### config.mk
export PLATFORM = sky130hd
export DESIGN_NAME = fan_speed_ramp_controller_unit
export DESIGN_NICKNAME = d
export VERILOG_FILES = /design/src/rtl/fsr_pkg.sv /design/src/rtl/fan_speed_ramp_controller_unit.sv /design/src/rtl/fsr_cfg_regs.sv /design/src/rtl/fsr_mul.sv /design/src/rtl/fsr_div.sv
export VERILOG_INCLUDE_DIRS = /design/src /design/src/rtl
export SDC_FILE = /design/constraint.sdc
export NUM_CORES = 1
export LEC_CHECK = 0
export BUFFER_PORTS_ARGS = -buffer_cell sky130_fd_sc_hd__buf_4
export CAP_MARGIN = 20
export CORE_ASPECT_RATIO = 1.75
export CORE_MARGIN = 2
export CORE_UTILIZATION = 60
export CTS_CLUSTER_DIAMETER = 40
export DETAILED_ROUTE_END_ITERATION = 12
export MAX_ROUTING_LAYER = met4
export PLACE_DENSITY = 0.77
export SLEW_MARGIN = 20
export SYNTH_ARGS = -nofsm -noshare
export SYNTH_HDL_FRONTEND = slang
export SYNTH_SLANG_ARGS = --single-unit
### constraint.sdc
create_clock -name clk -period 7.97 [get_ports clk]
set_input_delay 1.594 -clock clk [delete_from_list [all_inputs] [get_ports clk]]
set_output_delay 1.594 -clock clk [all_outputs]
set_load 0.02 [all_outputs]
### src/rtl/fan_speed_ramp_controller_unit_macros.svh
`ifndef FAN_SPEED_RAMP_CONTROLLER_UNIT_MACROS_SVH
`define FAN_SPEED_RAMP_CONTROLLER_UNIT_MACROS_SVH

// clocked check, off during reset
`define FSR_ASSERT(label, prop, msg) \
  label: assert property (@(posedge clk) disable iff (!rst_n) prop) else $error(msg);

// implication check, off during reset
`define FSR_ASSERT_IMP(label, ante, cons, msg) \
  label: assert property (@(posedge clk) disable iff (!rst_n) (ante) |-> (cons)) \
    else $error(msg);

`endif

### src/rtl/fsr_pkg.sv
package fsr_pkg;

  localparam int CFG_IDX_W  = 3;
  localparam int CFG_DATA_W = 16;
  localparam int MUL_A_W    = 16;
  localparam int MUL_B_W    = 8;
  localparam int MUL_P_W    = MUL_A_W + MUL_B_W;
  localparam int DIV_N_W    = 24;
  localparam int DIV_D_W    = 9;

  typedef struct packed {
    logic [7:0] rate;
    logic       sensor_ok;
  } fsr_in_t;

  typedef struct packed {
    logic [6:0] applied_power;
    logic [6:0] target_power;
    logic       fan_on;
    logic       indicator;
  } fsr_out_t;

  typedef struct packed {
    logic [7:0]  min_rate;
    logic [7:0]  max_rate;
    logic [6:0]  base_speed;
    logic [6:0]  top_speed;
    logic [6:0]  ramp_step;
    logic [15:0] ramp_interval;
    logic [15:0] blink_slow;
    logic [15:0] blink_fast;
  } fsr_cfg_t;

  localparam logic [CFG_IDX_W-1:0] REG_MIN_RATE      = 3'd0;
  localparam logic [CFG_IDX_W-1:0] REG_MAX_RATE      = 3'd1;
  localparam logic [CFG_IDX_W-1:0] REG_BASE_SPEED    = 3'd2;
  localparam logic [CFG_IDX_W-1:0] REG_TOP_SPEED     = 3'd3;
  localparam logic [CFG_IDX_W-1:0] REG_RAMP_STEP     = 3'd4;
  localparam logic [CFG_IDX_W-1:0] REG_RAMP_INTERVAL = 3'd5;
  localparam logic [CFG_IDX_W-1:0] REG_BLINK_SLOW    = 3'd6;
  localparam logic [CFG_IDX_W-1:0] REG_BLINK_FAST    = 3'd7;

  localparam fsr_cfg_t CFG_RESET = '{
    min_rate:      8'd100,
    max_rate:      8'd170,
    base_speed:    7'd30,
    top_speed:     7'd100,
    ramp_step:     7'd4,
    ramp_interval: 16'd100,
    blink_slow:    16'd1000,
    blink_fast:    16'd60
  };

  localparam logic [DIV_D_W-1:0] LAMP_SCALE = 9'd100;
  localparam logic [15:0]        CNT_MAX    = 16'hFFFF;

  typedef enum logic [8:0] {
    ST_IDLE = 9'b000000001,
    ST_MUL1 = 9'b000000010,
    ST_MUL2 = 9'b000000100,
    ST_MDIV = 9'b000001000,
    ST_RAMP = 9'b000010000,
    ST_LMUL = 9'b000100000,
    ST_LDIV = 9'b001000000,
    ST_LAMP = 9'b010000000,
    ST_DONE = 9'b100000000
  } fsr_state_t;

endpackage

### src/rtl/fan_speed_ramp_controller_unit.sv
// channel  | direction | handshake          | word
// in_      | input     | in_valid/in_ready  | fsr_in_t: rate, sensor_ok
// out_     | output    | out_valid/out_ready| fsr_out_t: applied, target, fan_on, indicator
// cfg_     | input     | cfg_valid/cfg_ready| cfg_index, cfg_data (always ready)
//
// one word at a time; the serial units set how long a word takes: the 8-step
// serial multiplier runs twice for the map and once for the lamp, and the
// 24-step serial divider runs once for each; with the fan off neither runs
// synchronous active-low reset clears state and loads the default registers
// a finished word waits in the output register while the next word is taken
`include "fan_speed_ramp_controller_unit_macros.svh"

module fan_speed_ramp_controller_unit import fsr_pkg::*; (
  input  logic                  clk,
  input  logic                  rst_n,
  input  logic                  in_valid,
  output logic                  in_ready,
  input  fsr_in_t               in_data,
  output logic                  out_valid,
  input  logic                  out_ready,
  output fsr_out_t              out_data,
  input  logic                  cfg_valid,
  output logic                  cfg_ready,
  input  logic [CFG_IDX_W-1:0]  cfg_index,
  input  logic [CFG_DATA_W-1:0] cfg_data
);

  fsr_cfg_t   cfg;
  fsr_state_t state_r, state_nxt;

  logic [7:0]  rate_r, rate_nxt;
  logic        enabled_r, enabled_nxt, lamp_r, lamp_nxt;
  logic [6:0]  target_r, target_nxt, applied_r, applied_nxt;
  logic [15:0] ramp_el_r, ramp_el_nxt, blink_el_r, blink_el_nxt;
  logic [15:0] total_r, total_nxt, half_r, half_nxt;
  logic        out_valid_r, out_valid_nxt;
  fsr_out_t    out_data_r, out_data_nxt;
  logic        out_load;

  logic               mul_start, mul_done;
  logic [MUL_A_W-1:0] mul_a;
  logic [MUL_B_W-1:0] mul_b;
  logic [MUL_P_W-1:0] mul_prod;
  logic               div_start, div_done;
  logic [DIV_N_W-1:0] div_n, div_quo;
  logic [DIV_D_W-1:0] div_d;

  logic        in_fire, healthy;
  logic [7:0]  den;
  logic [16:0] map_sum, map_num;
  logic [15:0] ramp_inc, blink_inc;
  logic [7:0]  up_sum;
  logic [6:0]  up_next, dn_val, dn_next, step_val, applied_ramp;
  logic        ramp_go;
  logic        blink_neg;
  logic [15:0] blink_mag;
  logic [16:0] lamp_q;
  logic [17:0] half_sum;
  logic [15:0] half_calc;

  fsr_cfg_regs u_cfg (
    .clk       (clk),
    .rst_n     (rst_n),
    .cfg_valid (cfg_valid),
    .cfg_ready (cfg_ready),
    .cfg_index (cfg_index),
    .cfg_data  (cfg_data),
    .cfg       (cfg)
  );

  fsr_mul u_mul (
    .clk   (clk),
    .rst_n (rst_n),
    .start (mul_start),
    .a     (mul_a),
    .b     (mul_b),
    .done  (mul_done),
    .prod  (mul_prod)
  );

  fsr_div u_div (
    .clk      (clk),
    .rst_n    (rst_n),
    .start    (div_start),
    .dividend (div_n),
    .divisor  (div_d),
    .done     (div_done),
    .quo      (div_quo)
  );

  assign in_ready  = (state_r == ST_IDLE);
  assign in_fire   = in_valid && in_ready;
  assign healthy   = in_data.sensor_ok && (in_data.rate >= cfg.min_rate);
  assign den       = cfg.max_rate - cfg.min_rate;

  // total = base*(max-rate) + top*(rate-min), rounded by (2*total+den)/(2*den)
  assign map_sum   = {1'b0, total_r} + {1'b0, mul_prod[15:0]};
  assign map_num   = {map_sum[15:0], 1'b0} + {9'd0, den};

  assign ramp_inc  = (ramp_el_r == CNT_MAX) ? ramp_el_r : ramp_el_r + 16'd1;
  assign blink_inc = (blink_el_r == CNT_MAX) ? blink_el_r : blink_el_r + 16'd1;

  assign up_sum    = {1'b0, applied_r} + {1'b0, cfg.ramp_step};
  assign up_next   = (up_sum > {1'b0, target_r}) ? target_r : up_sum[6:0];
  assign dn_val    = (applied_r >= cfg.ramp_step) ? applied_r - cfg.ramp_step : 7'd0;
  assign dn_next   = (dn_val < target_r) ? target_r : dn_val;
  assign step_val  = (applied_r < target_r) ? up_next : dn_next;
  assign ramp_go   = (applied_r != target_r) && (ramp_inc >= cfg.ramp_interval);
  assign applied_ramp = ramp_go ? step_val : applied_r;

  assign blink_neg = cfg.blink_slow > cfg.blink_fast;
  assign blink_mag = blink_neg ? cfg.blink_slow - cfg.blink_fast
                               : cfg.blink_fast - cfg.blink_slow;

  // half period = slow +/- trunc(applied*|fast-slow|/100), clamped to 16 bits
  assign lamp_q    = div_quo[16:0];
  assign half_sum  = {2'b00, cfg.blink_slow} + {1'b0, lamp_q};
  always_comb begin
    if (blink_neg) begin
      half_calc = (lamp_q > {1'b0, cfg.blink_slow}) ? 16'd0
                                                    : cfg.blink_slow - lamp_q[15:0];
    end else begin
      half_calc = (half_sum[17:16] != 2'b00) ? CNT_MAX : half_sum[15:0];
    end
  end

  always_comb begin
    state_nxt    = state_r;
    rate_nxt     = rate_r;
    enabled_nxt  = enabled_r;
    target_nxt   = target_r;
    applied_nxt  = applied_r;
    ramp_el_nxt  = ramp_el_r;
    blink_el_nxt = blink_el_r;
    lamp_nxt     = lamp_r;
    total_nxt    = total_r;
    half_nxt     = half_r;
    out_load     = 1'b0;
    mul_start    = 1'b0;
    mul_a        = '0;
    mul_b        = '0;
    div_start    = 1'b0;
    div_n        = '0;
    div_d        = '0;
    unique case (state_r)
      ST_IDLE: begin
        if (in_fire) begin
          rate_nxt = in_data.rate;
          if (!healthy) begin
            enabled_nxt = 1'b0;
            target_nxt  = 7'd0;
            applied_nxt = 7'd0;
            state_nxt   = ST_RAMP;
          end else begin
            enabled_nxt = 1'b1;
            if (in_data.rate <= cfg.min_rate) begin
              target_nxt = cfg.base_speed;
              state_nxt  = ST_RAMP;
            end else if (in_data.rate >= cfg.max_rate) begin
              target_nxt = cfg.top_speed;
              state_nxt  = ST_RAMP;
            end else begin
              mul_start = 1'b1;
              mul_a     = {9'd0, cfg.base_speed};
              mul_b     = cfg.max_rate - in_data.rate;
              state_nxt = ST_MUL1;
            end
          end
        end
      end
      ST_MUL1: begin
        if (mul_done) begin
          total_nxt = mul_prod[15:0];
          mul_start = 1'b1;
          mul_a     = {9'd0, cfg.top_speed};
          mul_b     = rate_r - cfg.min_rate;
          state_nxt = ST_MUL2;
        end
      end
      ST_MUL2: begin
        if (mul_done) begin
          div_start = 1'b1;
          div_n     = {7'd0, map_num};
          div_d     = {den, 1'b0};
          state_nxt = ST_MDIV;
        end
      end
      ST_MDIV: begin
        if (div_done) begin
          target_nxt = div_quo[6:0];
          state_nxt  = ST_RAMP;
        end
      end
      ST_RAMP: begin
        ramp_el_nxt = ramp_go ? 16'd0 : ramp_inc;
        applied_nxt = applied_ramp;
        if (enabled_r) begin
          mul_start = 1'b1;
          mul_a     = blink_mag;
          mul_b     = {1'b0, applied_ramp};
          state_nxt = ST_LMUL;
        end else begin
          state_nxt = ST_LAMP;
        end
      end
      ST_LMUL: begin
        if (mul_done) begin
          div_start = 1'b1;
          div_n     = mul_prod;
          div_d     = LAMP_SCALE;
          state_nxt = ST_LDIV;
        end
      end
      ST_LDIV: begin
        if (div_done) begin
          half_nxt  = half_calc;
          state_nxt = ST_LAMP;
        end
      end
      ST_LAMP: begin
        if (!enabled_r) begin
          lamp_nxt     = 1'b0;
          blink_el_nxt = blink_inc;
        end else if (blink_inc >= half_r) begin
          lamp_nxt     = !lamp_r;
          blink_el_nxt = 16'd0;
        end else begin
          blink_el_nxt = blink_inc;
        end
        state_nxt = ST_DONE;
      end
      ST_DONE: begin
        if (!out_valid_r || out_ready) begin
          out_load  = 1'b1;
          state_nxt = ST_IDLE;
        end
      end
      default: state_nxt = ST_IDLE;
    endcase
  end

  always_comb begin
    out_data_nxt = out_data_r;
    if (out_load) begin
      out_data_nxt.applied_power = applied_r;
      out_data_nxt.target_power  = target_r;
      out_data_nxt.fan_on        = enabled_r;
      out_data_nxt.indicator     = enabled_r && lamp_r;
    end
    if (out_load) begin
      out_valid_nxt = 1'b1;
    end else if (out_ready) begin
      out_valid_nxt = 1'b0;
    end else begin
      out_valid_nxt = out_valid_r;
    end
  end

  always_ff @(posedge clk) begin
    if (!rst_n) begin
      state_r     <= ST_IDLE;
      enabled_r   <= 1'b0;
      target_r    <= 7'd0;
      applied_r   <= 7'd0;
      ramp_el_r   <= 16'd0;
      blink_el_r  <= 16'd0;
      lamp_r      <= 1'b0;
      out_valid_r <= 1'b0;
    end else begin
      state_r     <= state_nxt;
      enabled_r   <= enabled_nxt;
      target_r    <= target_nxt;
      applied_r   <= applied_nxt;
      ramp_el_r   <= ramp_el_nxt;
      blink_el_r  <= blink_el_nxt;
      lamp_r      <= lamp_nxt;
      out_valid_r <= out_valid_nxt;
    end
  end

  always_ff @(posedge clk) begin
    rate_r     <= rate_nxt;
    total_r    <= total_nxt;
    half_r     <= half_nxt;
    out_data_r <= out_data_nxt;
  end

  assign out_valid = out_valid_r;
  assign out_data  = out_data_r;

  `FSR_ASSERT_IMP(a_off_zero, !enabled_r,
    (applied_r == 7'd0) && (target_r == 7'd0), "fan off with nonzero power")
  `FSR_ASSERT_IMP(a_mul_owner, mul_done,
    (state_r == ST_MUL1) || (state_r == ST_MUL2) || (state_r == ST_LMUL),
    "multiplier result outside a multiply state")
  `FSR_ASSERT_IMP(a_div_owner, div_done,
    (state_r == ST_MDIV) || (state_r == ST_LDIV), "divider result outside a divide state")
  `FSR_ASSERT_IMP(a_out_load, $rose(out_valid_r),
    $past(state_r) == ST_DONE, "result word loaded outside done state")

endmodule

### src/rtl/fsr_cfg_regs.sv
module fsr_cfg_regs import fsr_pkg::*; (
  input  logic                  clk,
  input  logic                  rst_n,
  input  logic                  cfg_valid,
  output logic                  cfg_ready,
  input  logic [CFG_IDX_W-1:0]  cfg_index,
  input  logic [CFG_DATA_W-1:0] cfg_data,
  output fsr_cfg_t              cfg
);

  fsr_cfg_t cfg_r, cfg_nxt;

  assign cfg_ready = 1'b1;
  assign cfg       = cfg_r;

  always_comb begin
    cfg_nxt = cfg_r;
    if (cfg_valid) begin
      unique case (cfg_index)
        REG_MIN_RATE:      cfg_nxt.min_rate      = cfg_data[7:0];
        REG_MAX_RATE:      cfg_nxt.max_rate      = cfg_data[7:0];
        REG_BASE_SPEED:    cfg_nxt.base_speed    = cfg_data[6:0];
        REG_TOP_SPEED:     cfg_nxt.top_speed     = cfg_data[6:0];
        REG_RAMP_STEP:     cfg_nxt.ramp_step     = cfg_data[6:0];
        REG_RAMP_INTERVAL: cfg_nxt.ramp_interval = cfg_data;
        REG_BLINK_SLOW:    cfg_nxt.blink_slow    = cfg_data;
        REG_BLINK_FAST:    cfg_nxt.blink_fast    = cfg_data;
        default:           cfg_nxt = cfg_r;
      endcase
    end
  end

  always_ff @(posedge clk) begin
    if (!rst_n) begin
      cfg_r <= CFG_RESET;
    end else begin
      cfg_r <= cfg_nxt;
    end
  end

endmodule

### src/rtl/fsr_mul.sv
module fsr_mul import fsr_pkg::*; (
  input  logic               clk,
  input  logic               rst_n,
  input  logic               start,
  input  logic [MUL_A_W-1:0] a,
  input  logic [MUL_B_W-1:0] b,
  output logic               done,
  output logic [MUL_P_W-1:0] prod
);

  logic [MUL_A_W-1:0] a_r, a_nxt, hi_r, hi_nxt;
  logic [MUL_B_W-1:0] lo_r, lo_nxt;
  logic [2:0]         cnt_r, cnt_nxt;
  logic               busy_r, busy_nxt, done_r, done_nxt;
  logic [MUL_A_W:0]   sum;

  // shift-add, one multiplier bit per cycle, lsb first
  always_comb begin
    sum      = {1'b0, hi_r} + (lo_r[0] ? {1'b0, a_r} : '0);
    a_nxt    = a_r;
    hi_nxt   = hi_r;
    lo_nxt   = lo_r;
    cnt_nxt  = cnt_r;
    busy_nxt = busy_r;
    done_nxt = 1'b0;
    if (start) begin
      a_nxt    = a;
      hi_nxt   = '0;
      lo_nxt   = b;
      cnt_nxt  = '0;
      busy_nxt = 1'b1;
    end else if (busy_r) begin
      hi_nxt  = sum[MUL_A_W:1];
      lo_nxt  = {sum[0], lo_r[MUL_B_W-1:1]};
      cnt_nxt = cnt_r + 3'd1;
      if (cnt_r == 3'(MUL_B_W - 1)) begin
        busy_nxt = 1'b0;
        done_nxt = 1'b1;
      end
    end
  end

  always_ff @(posedge clk) begin
    if (!rst_n) begin
      cnt_r  <= '0;
      busy_r <= 1'b0;
      done_r <= 1'b0;
    end else begin
      cnt_r  <= cnt_nxt;
      busy_r <= busy_nxt;
      done_r <= done_nxt;
    end
  end

  always_ff @(posedge clk) begin
    a_r  <= a_nxt;
    hi_r <= hi_nxt;
    lo_r <= lo_nxt;
  end

  assign done = done_r;
  assign prod = {hi_r, lo_r};

endmodule

### src/rtl/fsr_div.sv
module fsr_div import fsr_pkg::*; (
  input  logic               clk,
  input  logic               rst_n,
  input  logic               start,
  input  logic [DIV_N_W-1:0] dividend,
  input  logic [DIV_D_W-1:0] divisor,
  output logic               done,
  output logic [DIV_N_W-1:0] quo
);

  logic [DIV_N_W-1:0] quo_r, quo_nxt;
  logic [DIV_D_W-1:0] rem_r, rem_nxt, dsr_r, dsr_nxt;
  logic [4:0]         cnt_r, cnt_nxt;
  logic               busy_r, busy_nxt, done_r, done_nxt;
  logic [DIV_D_W+1:0] diff;

  // restoring division, one quotient bit per cycle, msb first
  always_comb begin
    diff     = {1'b0, rem_r, quo_r[DIV_N_W-1]} - {2'b00, dsr_r};
    quo_nxt  = quo_r;
    rem_nxt  = rem_r;
    dsr_nxt  = dsr_r;
    cnt_nxt  = cnt_r;
    busy_nxt = busy_r;
    done_nxt = 1'b0;
    if (start) begin
      quo_nxt  = dividend;
      rem_nxt  = '0;
      dsr_nxt  = divisor;
      cnt_nxt  = '0;
      busy_nxt = 1'b1;
    end else if (busy_r) begin
      if (!diff[DIV_D_W+1]) begin
        rem_nxt = diff[DIV_D_W-1:0];
        quo_nxt = {quo_r[DIV_N_W-2:0], 1'b1};
      end else begin
        rem_nxt = {rem_r[DIV_D_W-2:0], quo_r[DIV_N_W-1]};
        quo_nxt = {quo_r[DIV_N_W-2:0], 1'b0};
      end
      cnt_nxt = cnt_r + 5'd1;
      if (cnt_r == 5'(DIV_N_W - 1)) begin
        busy_nxt = 1'b0;
        done_nxt = 1'b1;
      end
    end
  end

  always_ff @(posedge clk) begin
    if (!rst_n) begin
      cnt_r  <= '0;
      busy_r <= 1'b0;
      done_r <= 1'b0;
    end else begin
      cnt_r  <= cnt_nxt;
      busy_r <= busy_nxt;
      done_r <= done_nxt;
    end
  end

  always_ff @(posedge clk) begin
    quo_r <= quo_nxt;
    rem_r <= rem_nxt;
    dsr_r <= dsr_nxt;
  end

  assign done = done_r;
  assign quo  = quo_r;

endmodule
* Yosys cells after proc, flatten, opt, wreduce, memory -nomap -nowiden *
Index checks and enable logic that the tools add are counted.

operators by class
  bitwise gates (word level) = 3
  equality and inequality tests = 31
  muxes and demuxes = 85
  $mul = 0
  reduce and logical (&&, ||, !) cells = 34
  div/mod/pow operators = 0
  shift-type cells = 0
  $add $sub $neg = 17
  $lt $le $gt $ge = 11

operators by type and width
  cell                     number
  $mux W16                 11
  $mux W7                  19
  $mux W9                  9
  $pmux W9 S9              1
  $mux W24                 3
  $mux W8                  8
  $pmux W16 S3             1
  $pmux W24 S2             1
  $sub A16 B16 Y16         3
  $add A16 B1 Y16 const B  2
  $eq A16 B16 Y1 const B   2
  $ge A16 B16 Y1           2
  $pmux W7 S2              2
  $pmux W8 S3              1
  $reduce_and A2 Y1        12
  $sub A8 B8 Y8            3
  $mux W1                  23
  $add A16 B17 Y18         1
  $pmux W9 S2              1
  $add A16 B17 Y17         1
  $add A17 B8 Y17          1
  $gt A17 B16 Y1           1
  $mux W17                 1
  $add A16 B16 Y16         1
  41 further kinds         71

word-level totals
  bits of input ports = 33
  output and inout port bits = 19
  logic and storage cells = 216
  bits in registers = 293
  memory bits (read-only) = 0
  memories = 0
  bits in latches = 0
  memory bits (writable) = 0

* Logic depth before layout (Yosys ltp) *
Gate-level depths: netlist of the first run.

  depth after elaboration = 9
  gate-level depth with buffers = 21

* Cells and area by module *
From an unflattened synthesis of the first run, not the netlist that was laid out.

unflattened totals
  cell total of the unflattened synthesis = 2330
  area total of the unflattened synthesis = 21020.2 um^2

modules (own cells, without submodules)
  module                          sequential area each (um^2)  cells each  area each (um^2)  instances
  fan_speed_ramp_controller_unit  2842.7                       1583        12864.8           1
  fsr_cfg_regs                    1701.6                       318         3303.2            1
  fsr_mul                         1141.1                       244         2502.4            1
  fsr_div                         1311.3                       185         2349.8            1

* Worst setup path after synthesis of the first run *
OpenSTA, ideal clock, no wires.

  path kind = in2reg
  start point = in in_data[1] in the netlist's numbering
  end point = reg u_mul.lo_r[0] (enable)
  arrival time = 3.950 ns
  stages = 11
  data required time = 7.676 ns
  path buffers = 1
  path slack = 3.726 ns
  cell sequence = ha_1 -> inv_1 -> fa_1 -> a21o_1 -> a21oi_1 -> o21ai_1 -> o41a_1 -> o211ai_1 -> and4b_1 -> buf_2 -> or3_1

between the ends
  cells in the longest elaborated chain, start to end = 7

ends and longest elaborated chain
  item                                   line                                   RTL
  from (decl)                            fan_speed_ramp_controller_unit.sv:18   input fsr_in_t in_data,
  $ge A8 B8 Y1                           fan_speed_ramp_controller_unit.sv:159  end else if (in_data.rate >= cfg.max_rate) begin
  $mux W1                                fan_speed_ramp_controller_unit.sv:159
  $mux W1                                fan_speed_ramp_controller_unit.sv:156  if (in_data.rate <= cfg.min_rate) begin
  $mux W1 *                              fan_speed_ramp_controller_unit.sv:149  if (!healthy) begin
  $mux W1 *                              fan_speed_ramp_controller_unit.sv:147  if (in_fire) begin
  $pmux W1 S3 *                          fan_speed_ramp_controller_unit.sv:145  unique case (state_r)
  $reduce_bool A2 Y1 (no source line) *  -
  to (signal assigned)                   fsr_mul.sv:58                          lo_r <= lo_nxt;
  to (decl)                              fsr_mul.sv:12                          logic [MUL_B_W-1:0] lo_r, lo_nxt;

Mark *: on every way between the ends. The rest lies on a longest branch, timed or not.
A chain may end at the register's enable or synchronous reset.

* Worst setup path in the final report of the first run *
  start point = reg ramp_el_r[3]
  end point = reg applied_r[5]

between the ends
  cells in the longest elaborated chain, start to end = 6

ends and longest elaborated chain
  item                                               line                                   RTL
  from (decl)                                        fan_speed_ramp_controller_unit.sv:34   logic [15:0] ramp_el_r, ramp_el_nxt, blink_el_r, blink_el_nxt;
  from (signal assigned)                             fan_speed_ramp_controller_unit.sv:274  ramp_el_r <= ramp_el_nxt;
  $add A16 B1 Y16 or $eq A16 B16 Y1 (tied branches)  fan_speed_ramp_controller_unit.sv:100  assign ramp_inc = (ramp_el_r == CNT_MAX) ? ramp_el_r : ramp_el_r + 16'd1;
  $mux W16 *                                         fan_speed_ramp_controller_unit.sv:100
  $ge A16 B16 Y1 *                                   fan_speed_ramp_controller_unit.sv:108  assign ramp_go = (applied_r != target_r) && (ramp_inc >= cfg.ramp_interval);
  $logic_and A1 B1 Y1 *                              fan_speed_ramp_controller_unit.sv:108
  $mux W7 *                                          fan_speed_ramp_controller_unit.sv:109  assign applied_ramp = ramp_go ? step_val : applied_r;
  $pmux W7 S2 *                                      fan_speed_ramp_controller_unit.sv:145
  to (signal assigned)                               fan_speed_ramp_controller_unit.sv:273  applied_r <= applied_nxt;
  to (decl)                                          fan_speed_ramp_controller_unit.sv:33   logic [6:0] target_r, target_nxt, applied_r, applied_nxt;

Marks and branches as above.

==> results.yml, run 1 <==
grt:
  grt_use_total: 0.3501
  grt.overflow.total: 0
  antenna_found_initial: 0
  grt_max_degree: 72
  grt_pass1_vias: 18020
  grt_pass1_wl_um: 95210
critical_path:
  r2r_end: "applied_r[5]$_SDFFE_PN0P_"
  cpMaxStageDelayCell: "a2111oi_0"
  crit_type: "register to register"
  crit-reg2reg-launch: "ramp_el_r[3]$_SDFFE_PN0N_"
  cp-end-kind: "register"
  crit_buf_inv: 1
  crit_required_ns: 8.43
  cp-start-kind: "register"
  r2r_slack_ns: 2.87
  crit_family: "compound AO/OA/AOI/OAI gates"
  cp_max_fo: 27
  critPathMaxStageDelay_ns: 0.63
  reg2reg_depth: 18
  crit_path_frequent_cell: "nand2_1"
  crit_path_cell_trace: "and4_1 -> nand4_1 -> nor2_1 -> nand2_1 -> nand2b_1 -> nor2_1 -> xor2_1 -> ha_1 -> a21o_1 -> a21o_1 -> a2111oi_0 -> o211ai_1 -> nand2_1 -> a211oi_4 -> buf_4 -> a21oi_1 -> nand2_1 -> a21oi_1"
  worstPathArrival_ns: 5.56
clocking:
  root_buffer: "clkbuf_16"
  cts_sinks: 292
  cts_tree: "done"
  clk_pin_slew_ns: 0.06
  post_cts_resized: 0
  post_cts_buffers: 0
  hold_buffers: 0
  numCtsBuffers: 36
  clock_path_buffers: 3
  cts_max_level: 2
  insertion_delay_ns: 0.55
synthesis:
  synthTopCellsByCount: "nand2_1 (310), ha_1 (225), a21oi_1 (195), nor2_1 (193), inv_1 (186)"
  syn_area_um2: 20800
  synth_compound_area_frac: 0.2079
  synth_top_cell_by_area: "dfxtp_1"
  synth_cell_types: 96
  synth_edf_count: 112
  synthCells: 2434
  dominantRegCellSynth: "dfxtp_1"
  yosys.cell_count.top_type: "nand2_1"
  seq_area_frac_synth: 0.3350
  ys_seq_elements: 292
  synth-adder-area-share: 0.1479
  synth_area_leaders: "dfxtp_1 (17%), edfxtp_1 (16%), ha_1 (14%)"
  synth_top_family_by_area: "compound AO/OA/AOI/OAI gates"
  muxShareOfSynthArea: 0.02425
  synth_nets: 2705
  synth_top_area_share: 0.1733
  synthXorXnorAreaFrac: 0.04338
  async_reset_ff_frac: 0
  yosysWarnings: 0
  postSynthAreaPerCell_um2: 8.544
  yosys.area_share.simple: 0.1873
sta:
  hold_viol_final: 0
  fin_tns_setup_ns: 0
  setup_violations: 0
  fmax_mhz: 196.2
  period_needed_ns: 5.096
  clock_skew_ns: 0.02480
  rsz0062_at_grt: "no"
  whs_ns: 0.4526
  worst_slew_pin_slew_ns: 1.054
  slew_headroom: 0.2974
  final.period_utilization: 0.6394
  drv_slew: 0
finish:
  final_nets: 2710
  instances_no_fill: 2927
  drive_gt1_frac: 0.07702
  num_antenna_cells: 0
  syn2layout_area_growth_pct: 9.235
power_and_ir_drop:
  leakagePower_nw: 9.443
  irDropWorstVdd_uv: 172.5
  fin_total_pwr_mw: 4.585
  p_per_area_nw_per_um2: 201.8
detailed_routing:
  drt_iter0_drc: 1233
  drtPass1Iterations: 5
  ant_nets: 0
  vias: 18090
  avgViaCountPerCell: 6.181
  drc: 0
  routed_wl_um: 60980
  routedWlPerCell_um: 20.83
die:
  die_h_um: 250.3
  die-area_um2: 36230
  start_util: 0.6055
  io_pins: 52
  die_w_um: 144.7
  fp-row-count: 90
  core-area_um2: 34350
placement:
  place.gp.congestion: 0.9937
  port_buffers: 50
  dp_cells: 2861
  hpwl_um: 46870
hold_path:
  min_path_cells: 2
  hold_start: "u_cfg.cfg[35]$_SDFFE_PN0P_"
  hold_class: "register to register"
  min_to: "u_cfg.cfg[35]$_SDFFE_PN0P_"
run:
  drv_cap: 0
run_status:
  status: "finished clean"
-- layer usage --
layer  global-route usage  wire, um  share of wire
met1               0.3529     21780           0.36
met2               0.6207     31590           0.52
met3              0.04722      2771          0.045
met4               0.2288      4827          0.079
met5                    -         0              0
-- cell families (layout without fill, tap and decap cells) --
family          after synthesis  count (layout)
mux                          49              49
compound gates              645             645
simple gates                819             819
fa+ha+maj                   238             238
xor+xnor                    103             103
other cells                   1               1
flops                       292             292
buf+inv                     287             320
-- stage by stage --
step                utilization  setup slack [ns]  area [um^2]
floorplan                     -             3.726        20800
global placement         0.6252             2.571        21470
detailed placement       0.6252             2.530        21470
CTS                      0.6611             2.926        22710
global route             0.6614             2.525        22720
finish                   0.6614             2.874        22720
-- state kept, by name, summed over array words and instances (netlist names), 8 cells and up --
name         count
u_cfg.cfg       85
u_div.quo       24
blink_el_r      16
half_r          16
out_data        16
ramp_el_r       16
total_r         16
u_mul.a_r       16
u_mul.hi_r      16
state_r          9
u_div.rem_r      9
rate_r           8
u_div.dsr_r      8
u_mul.lo_r       8
-- cells in the final DEF (no fill, tap or decap), types with 19 or more instances in the layout --
cell type / synthesis / routed
nand2_1: 310 / 310
ha_1: 225 / 225
a21oi_1: 195 / 194
nor2_1: 193 / 193
inv_1: 186 / 186
dfxtp_1: 180 / 180
edfxtp_1: 112 / 112
o21ai_0: 90 / 89
xnor2_1: 69 / 69
buf_4: 5 / 66
nand3_1: 62 / 62
a21o_1: 59 / 59
a211oi_1: 39 / 38
mux2i_1: 38 / 38
clkbuf_16: 0 / 37
nor2b_1: 37 / 36
o211ai_1: 36 / 36
nor3_1: 36 / 35
and2_1: 35 / 35
nand2b_1: 36 / 35
xor2_1: 34 / 34
a21boi_0: 28 / 28
o21a_1: 25 / 25
a31oi_1: 22 / 22
nand4_1: 21 / 21
a22o_1: 19 / 19
-- worst reg2reg max path: cells and delay by family, from the launching register on --
family          cells  cell delay, ns
compound gates      7            2.01
buf+inv             1            0.25
xor+xnor            1            0.16
flops               1            0.45
fa+ha+maj           1            0.30
simple gates        8            1.83
-- where the power goes --
part	switching [mW]	total, mW	internal (mW)
Sequential	0.0860	1.72	1.64
Clock	0.701	1.71	1.01
Combinational	0.681	1.15	0.469
-- worst max path at each step --
stage / from / endpoint / depth (start not counted)
after global placement: in_data[1] / u_mul.lo_r[6]$_DFFE_PP_ / 14
after floorplan: in_data[1] / u_mul.lo_r[0]$_DFFE_PP_ / 11
after CTS: ramp_el_r[3]$_SDFFE_PN0N_ / applied_r[5]$_SDFFE_PN0P_ / 18
final: ramp_el_r[3]$_SDFFE_PN0N_ / applied_r[5]$_SDFFE_PN0P_ / 18
after global routing: ramp_el_r[3]$_SDFFE_PN0N_ / applied_r[3]$_SDFFE_PN0P_ / 18
after detailed placement: in_data[1] / u_mul.lo_r[6]$_DFFE_PP_ / 14
-- area by class of cell --
type	count	area (um^2)
Clock buffer	44	962.2
Clock inverter	22	269.0
Fill cell	2848	11630
Inverter	188	705.7
Multi-Input combinational cell	1855	12740
Sequential cell	292	6967
Tap cell	460	575.6
Timing Repair Buffer	66	495.5
Power figures use the tool's default switching activity.
==> run 2, diff against run 1 <==
--- a/config.mk
+++ b/config.mk
@@ -10,11 +10,11 @@
 export CAP_MARGIN = 20
 export CORE_ASPECT_RATIO = 1.75
 export CORE_MARGIN = 2
-export CORE_UTILIZATION = 60
+export CORE_UTILIZATION = 58
 export CTS_CLUSTER_DIAMETER = 40
 export DETAILED_ROUTE_END_ITERATION = 12
 export MAX_ROUTING_LAYER = met4
-export PLACE_DENSITY = 0.77
+export PLACE_DENSITY = 0.78
 export SLEW_MARGIN = 20
 export SYNTH_ARGS = -nofsm -noshare
 export SYNTH_HDL_FRONTEND = slang
==> constraint.sdc (replaced) <==
create_clock -name clk -period 4.55 [get_ports clk]
set_input_delay 0.91 -clock clk [delete_from_list [all_inputs] [get_ports clk]]
set_output_delay 0.91 -clock clk [all_outputs]
set_load 0.02 [all_outputs]
==> results.yml, run 2 (same netlist as run 1, synthesis figures left out) <==
run_status:
  status: "finished clean"
critical_path:
  cpMaxStageDelayCell: "fa_1"
  critPathMaxStageDelay_ns: 0.41
  cp_max_fo: 6
  crit_required_ns: 4.84
  crit_type: "register to register"
  cp-end-kind: "register"
  crit_family: "compound AO/OA/AOI/OAI gates"
  crit_path_frequent_cell: "a21oi_1"
  cp-start-kind: "register"
  crit_buf_inv: 1
  worstPathArrival_ns: 4.50
  crit_path_cell_trace: "inv_1 -> ha_1 -> fa_1 -> nor2b_1 -> o21ai_0 -> a21oi_1 -> mux2i_1 -> a31oi_1 -> ha_1 -> nand4_1 -> a21o_1 -> a31oi_1 -> nor2_1 -> a31oi_2 -> nor2_1 -> a21oi_1 -> a21oi_1 -> a221o_1"
detailed_routing:
  avgViaCountPerCell: 6.198
  drt_iter0_drc: 1340
  routedWlPerCell_um: 21.24
  drc: 0
  routed_wl_um: 62960
  ant_nets: 0
  vias: 18380
  drtPass1Iterations: 5
clocking:
  cts_sinks: 292
  insertion_delay_ns: 0.55
  cts_max_level: 2
  clk_pin_slew_ns: 0.06
  cts_tree: "done"
  clock_path_buffers: 3
  root_buffer: "clkbuf_16"
  post_cts_buffers: 0
  numCtsBuffers: 37
finish:
  num_antenna_cells: 0
  fin_util: 0.6520
  fillers: 2977
  syn2layout_area_growth_pct: 10.66
  final_common_cell: "nand2_1"
  largest_reg_flops: 85
  drive_gt1_frac: 0.08960
  instances_no_fill: 2965
  final_nets: 2743
  finalInstanceArea_um2: 23010
  final_cell_mix: "nand2_1 (310), ha_1 (225), a21oi_1 (195)"
power_and_ir_drop:
  p_per_area_nw_per_um2: 354.1
  irDropWorstVdd_uv: 300.7
  fin_total_pwr_mw: 8.149
  leakagePower_nw: 9.627
sta:
  final.period_utilization: 0.9247
  hold_viol_final: 0
  rsz0062_at_grt: "no"
  fmax_mhz: 237.7
  setup_violations: 0
  fin_tns_setup_ns: 0
  period_needed_ns: 4.207
  slew_headroom: 0.3272
  worst_slack_ns: 0.3428
  whs_ns: 0.4549
  worst_slew_pin_slew_ns: 1.009
  clock_skew_ns: 0.02263
  drv_slew: 0
hold_path:
  hold_class: "register to register"
placement:
  dp_cells: 2897
  hpwl_um: 48560
  port_buffers: 50
  dp_slack_ns: 0.3894
  placed_area_um2: 21730
  place.gp.congestion: 0.9954
die:
  die-area_um2: 37450
  io_pins: 52
  start_util: 0.5892
  fp-row-count: 91
  die_w_um: 147.1
  core-area_um2: 35300
  die_h_um: 254.5
grt:
  antenna_found_initial: 0
  grt_pass1_wl_um: 98100
  grt.overflow.total: 0
  grt_pass1_vias: 18540
  grt_max_degree: 63
  grt_use_total: 0.3443
run:
  drv_cap: 0
[run 2: final cells by class]
class	count	area [um^2]	area share
well taps	465	581.8	0.02528
clock buffers	43	989.7	0.04301
clock inverters	24	285.3	0.01240
inverters	188	705.7	0.03066
multi-input cells	1855	12740	0.5534
flip-flops and latches	292	6967	0.3027
repair buffers	98	748.2	0.03251
[run 2: what timing repair did]
item | 4_1_cts | 5_1_grt
hold buffers | 0 | 0
resized for setup | 0 | 1
endpoints found under the setup margin | 0 | 6
[run 2: routing by layer]
layer  vias up  share of wire  global-route usage
met5         -              0                   -
met4         0          0.087              0.2434
met3       261          0.041             0.03113
met2       634           0.52              0.6315
met1      8773           0.36              0.3405
li1       8710              -                   -
[run 2: where the power goes]
part / total [mW] / switching (mW) / internal, mW / leakage (nW)
registers: 3.04 / 0.177 / 2.87 / 2.50
clock network: 3.05 / 1.27 / 1.78 / 0.622
logic: 2.05 / 1.22 / 0.837 / 6.50
total: 8.15 / 2.66 / 5.49 / 9.63
[run 2: path summary, 6_finish.rpt]
check / start / end / slack, ns / depth (start not counted)
min: u_cfg.cfg[39]$_SDFFE_PN0P_ / u_cfg.cfg[39]$_SDFFE_PN0P_ / 0.45 / 2
max reg2reg: applied_r[0]$_SDFFE_PN0P_ / u_mul.lo_r[4]$_DFFE_PP_ / 0.34 / 18
min reg2reg: u_cfg.cfg[39]$_SDFFE_PN0P_ / u_cfg.cfg[39]$_SDFFE_PN0P_ / 0.45 / 2
max: applied_r[0]$_SDFFE_PN0P_ / u_mul.lo_r[4]$_DFFE_PP_ / 0.34 / 18
[run 2: tightest hold or removal path: stages (launching register included)]
cell and delay, ns:
dfxtp_1 0.31, nand2_1 0.05, a21oi_1 0.05
==> run 3, diff against run 2 <==
==> constraint.sdc (replaced) <==
create_clock -name clk -period 4.55 [get_ports clk]
set_input_delay 0.6825 -clock clk [delete_from_list [all_inputs] [get_ports clk]]
set_output_delay 0.6825 -clock clk [all_outputs]
set_load 0.02 [all_outputs]
==> results.yml, run 3 (same netlist as run 1, synthesis figures left out) <==
finish:
  final_cell_mix: "nand2_1 (310), ha_1 (225), a21oi_1 (195)"
  instances_no_fill: 2964
  drive_gt1_frac: 0.08924
  final_common_cell: "nand2_1"
  fin_util: 0.6507
  num_antenna_cells: 0
  syn2layout_area_growth_pct: 10.44
  largest_reg_flops: 85
  final_nets: 2742
grt:
  grt.overflow.total: 0
  antenna_found_initial: 0
  grt_pass1_wl_um: 97360
  grt_max_degree: 55
  grt_use_total: 0.3424
  grt_pass1_vias: 18460
power_and_ir_drop:
  irDropWorstVdd_uv: 282.1
  p_per_area_nw_per_um2: 348.7
  leakagePower_nw: 9.598
critical_path:
  crit_required_ns: 4.84
  worstPathArrival_ns: 4.52
  reg2reg_depth: 19
  endpoint: "u_mul.lo_r[2]$_DFFE_PP_"
  r2r_slack_ns: 0.32
  startpoint: "u_cfg.cfg[49]$_SDFFE_PN0P_"
  r2r_end: "u_mul.lo_r[2]$_DFFE_PP_"
  cp-end-kind: "register"
  cp_max_fo: 9
  crit_type: "register to register"
  cp-start-kind: "register"
  crit-reg2reg-launch: "u_cfg.cfg[49]$_SDFFE_PN0P_"
placement:
  port_buffers: 50
  place.gp.congestion: 0.9750
  hpwl_um: 48810
  dp_cells: 2898
die:
  die-area_um2: 37450
  die_h_um: 254.5
  io_pins: 52
  fp-row-count: 91
  die_w_um: 147.1
  start_util: 0.5892
  core-area_um2: 35300
clocking:
  cts_sinks: 292
  insertion_delay_ns: 0.54
  clk_pin_slew_ns: 0.06
  post_cts_resized: 0
  clock_path_buffers: 3
  cts_max_level: 2
  hold_buffers: 0
  root_buffer: "clkbuf_16"
  post_cts_buffers: 0
  cts_tree: "done"
  numCtsBuffers: 36
sta:
  rsz0062_at_grt: "no"
  worst_slew_pin_slew_ns: 1.065
  slew_headroom: 0.2903
  fin_tns_setup_ns: 0
  period_needed_ns: 4.230
  clock_skew_ns: 0.03373
  final.period_utilization: 0.9297
  drv_slew: 0
  setup_violations: 0
  hold_viol_final: 0
  fmax_mhz: 236.4
detailed_routing:
  routed_wl_um: 62600
  drc: 0
  vias: 18320
  drtPass1Iterations: 5
  routedWlPerCell_um: 21.12
  avgViaCountPerCell: 6.182
  drt_iter0_drc: 1164
  ant_nets: 0
run_status:
  status: "finished clean"
hold_path:
  hold_class: "input pin to register"
run:
  drv_cap: 0
[run 3: worst min-delay path by stage]
stage,start,end,slack [ns],depth (start not counted)
after floorplan,target_r[5]$_SDFFE_PN0P_,out_data[7]$_DFFE_PP_,0.41,0
after global placement,target_r[6]$_SDFFE_PN0P_,out_data[8]$_DFFE_PP_,0.43,0
after detailed placement,target_r[5]$_SDFFE_PN0P_,out_data[7]$_DFFE_PP_,0.42,0
after CTS,in_data[8],rate_r[7]$_DFFE_PP_,0.32,1
after global routing,in_data[8],rate_r[7]$_DFFE_PP_,0.33,1
final,in_data[8],rate_r[7]$_DFFE_PP_,0.34,1
[run 3: per-stage QoR]
step                cell area [um^2]  total power, mW  setup WS [ns]  hold WS, ns
floorplan                      20800            4.527         0.5772       0.4082
global placement               21720            5.023         0.2865       0.4349
detailed placement             21730            5.074         0.1821       0.4238
CTS                            22960            7.995         0.1484       0.3249
global route                   22970            8.323        0.02220       0.3336
finish                         22970            8.010         0.3201       0.3394
[run 3: area by class of cell]
class	instances	area, um^2
Clock inverter	22	221.5
Fill cell	3037	12330
Multi-Input combinational cell	1855	12740
Tap cell	465	581.8
Timing Repair Buffer	98	752.0
Sequential cell	292	6967
Clock buffer	44	1003
Inverter	188	705.7
[run 3: routing by layer]
| layer | track usage | wire length (um) |
|---|---|---|
| met1 | 0.3302 | 21810 |
| met4 | 0.2618 | 5871 |
| met5 | - | 0 |
| met2 | 0.6234 | 32120 |
| met3 | 0.03739 | 2793 |
[run 3: power breakdown]
| part | internal [mW] | total [mW] | switching, mW |
|---|---|---|---|
| logic | 0.835 | 2.05 | 1.22 |
| registers | 2.87 | 3.03 | 0.167 |
| clock network | 1.68 | 2.93 | 1.25 |
| total | 5.38 | 8.01 | 2.63 |
[run 3: critical path: stages (launching register included)]
cell     delay [ns]
dfxtp_1        0.45
inv_1          0.08
ha_1           0.32
nor2b_1        0.14
o21ai_1        0.26
nand2_1        0.14
a21o_1         0.20
a21oi_1        0.17
xnor2_1        0.11
and2_1         0.19
ha_1           0.28
nand4_1        0.10
a21o_1         0.18
nor2_1         0.08
o21ai_0        0.15
a31oi_4        0.32
nor2_1         0.17
a21oi_1        0.23
a21oi_1        0.10
a221o_1        0.31
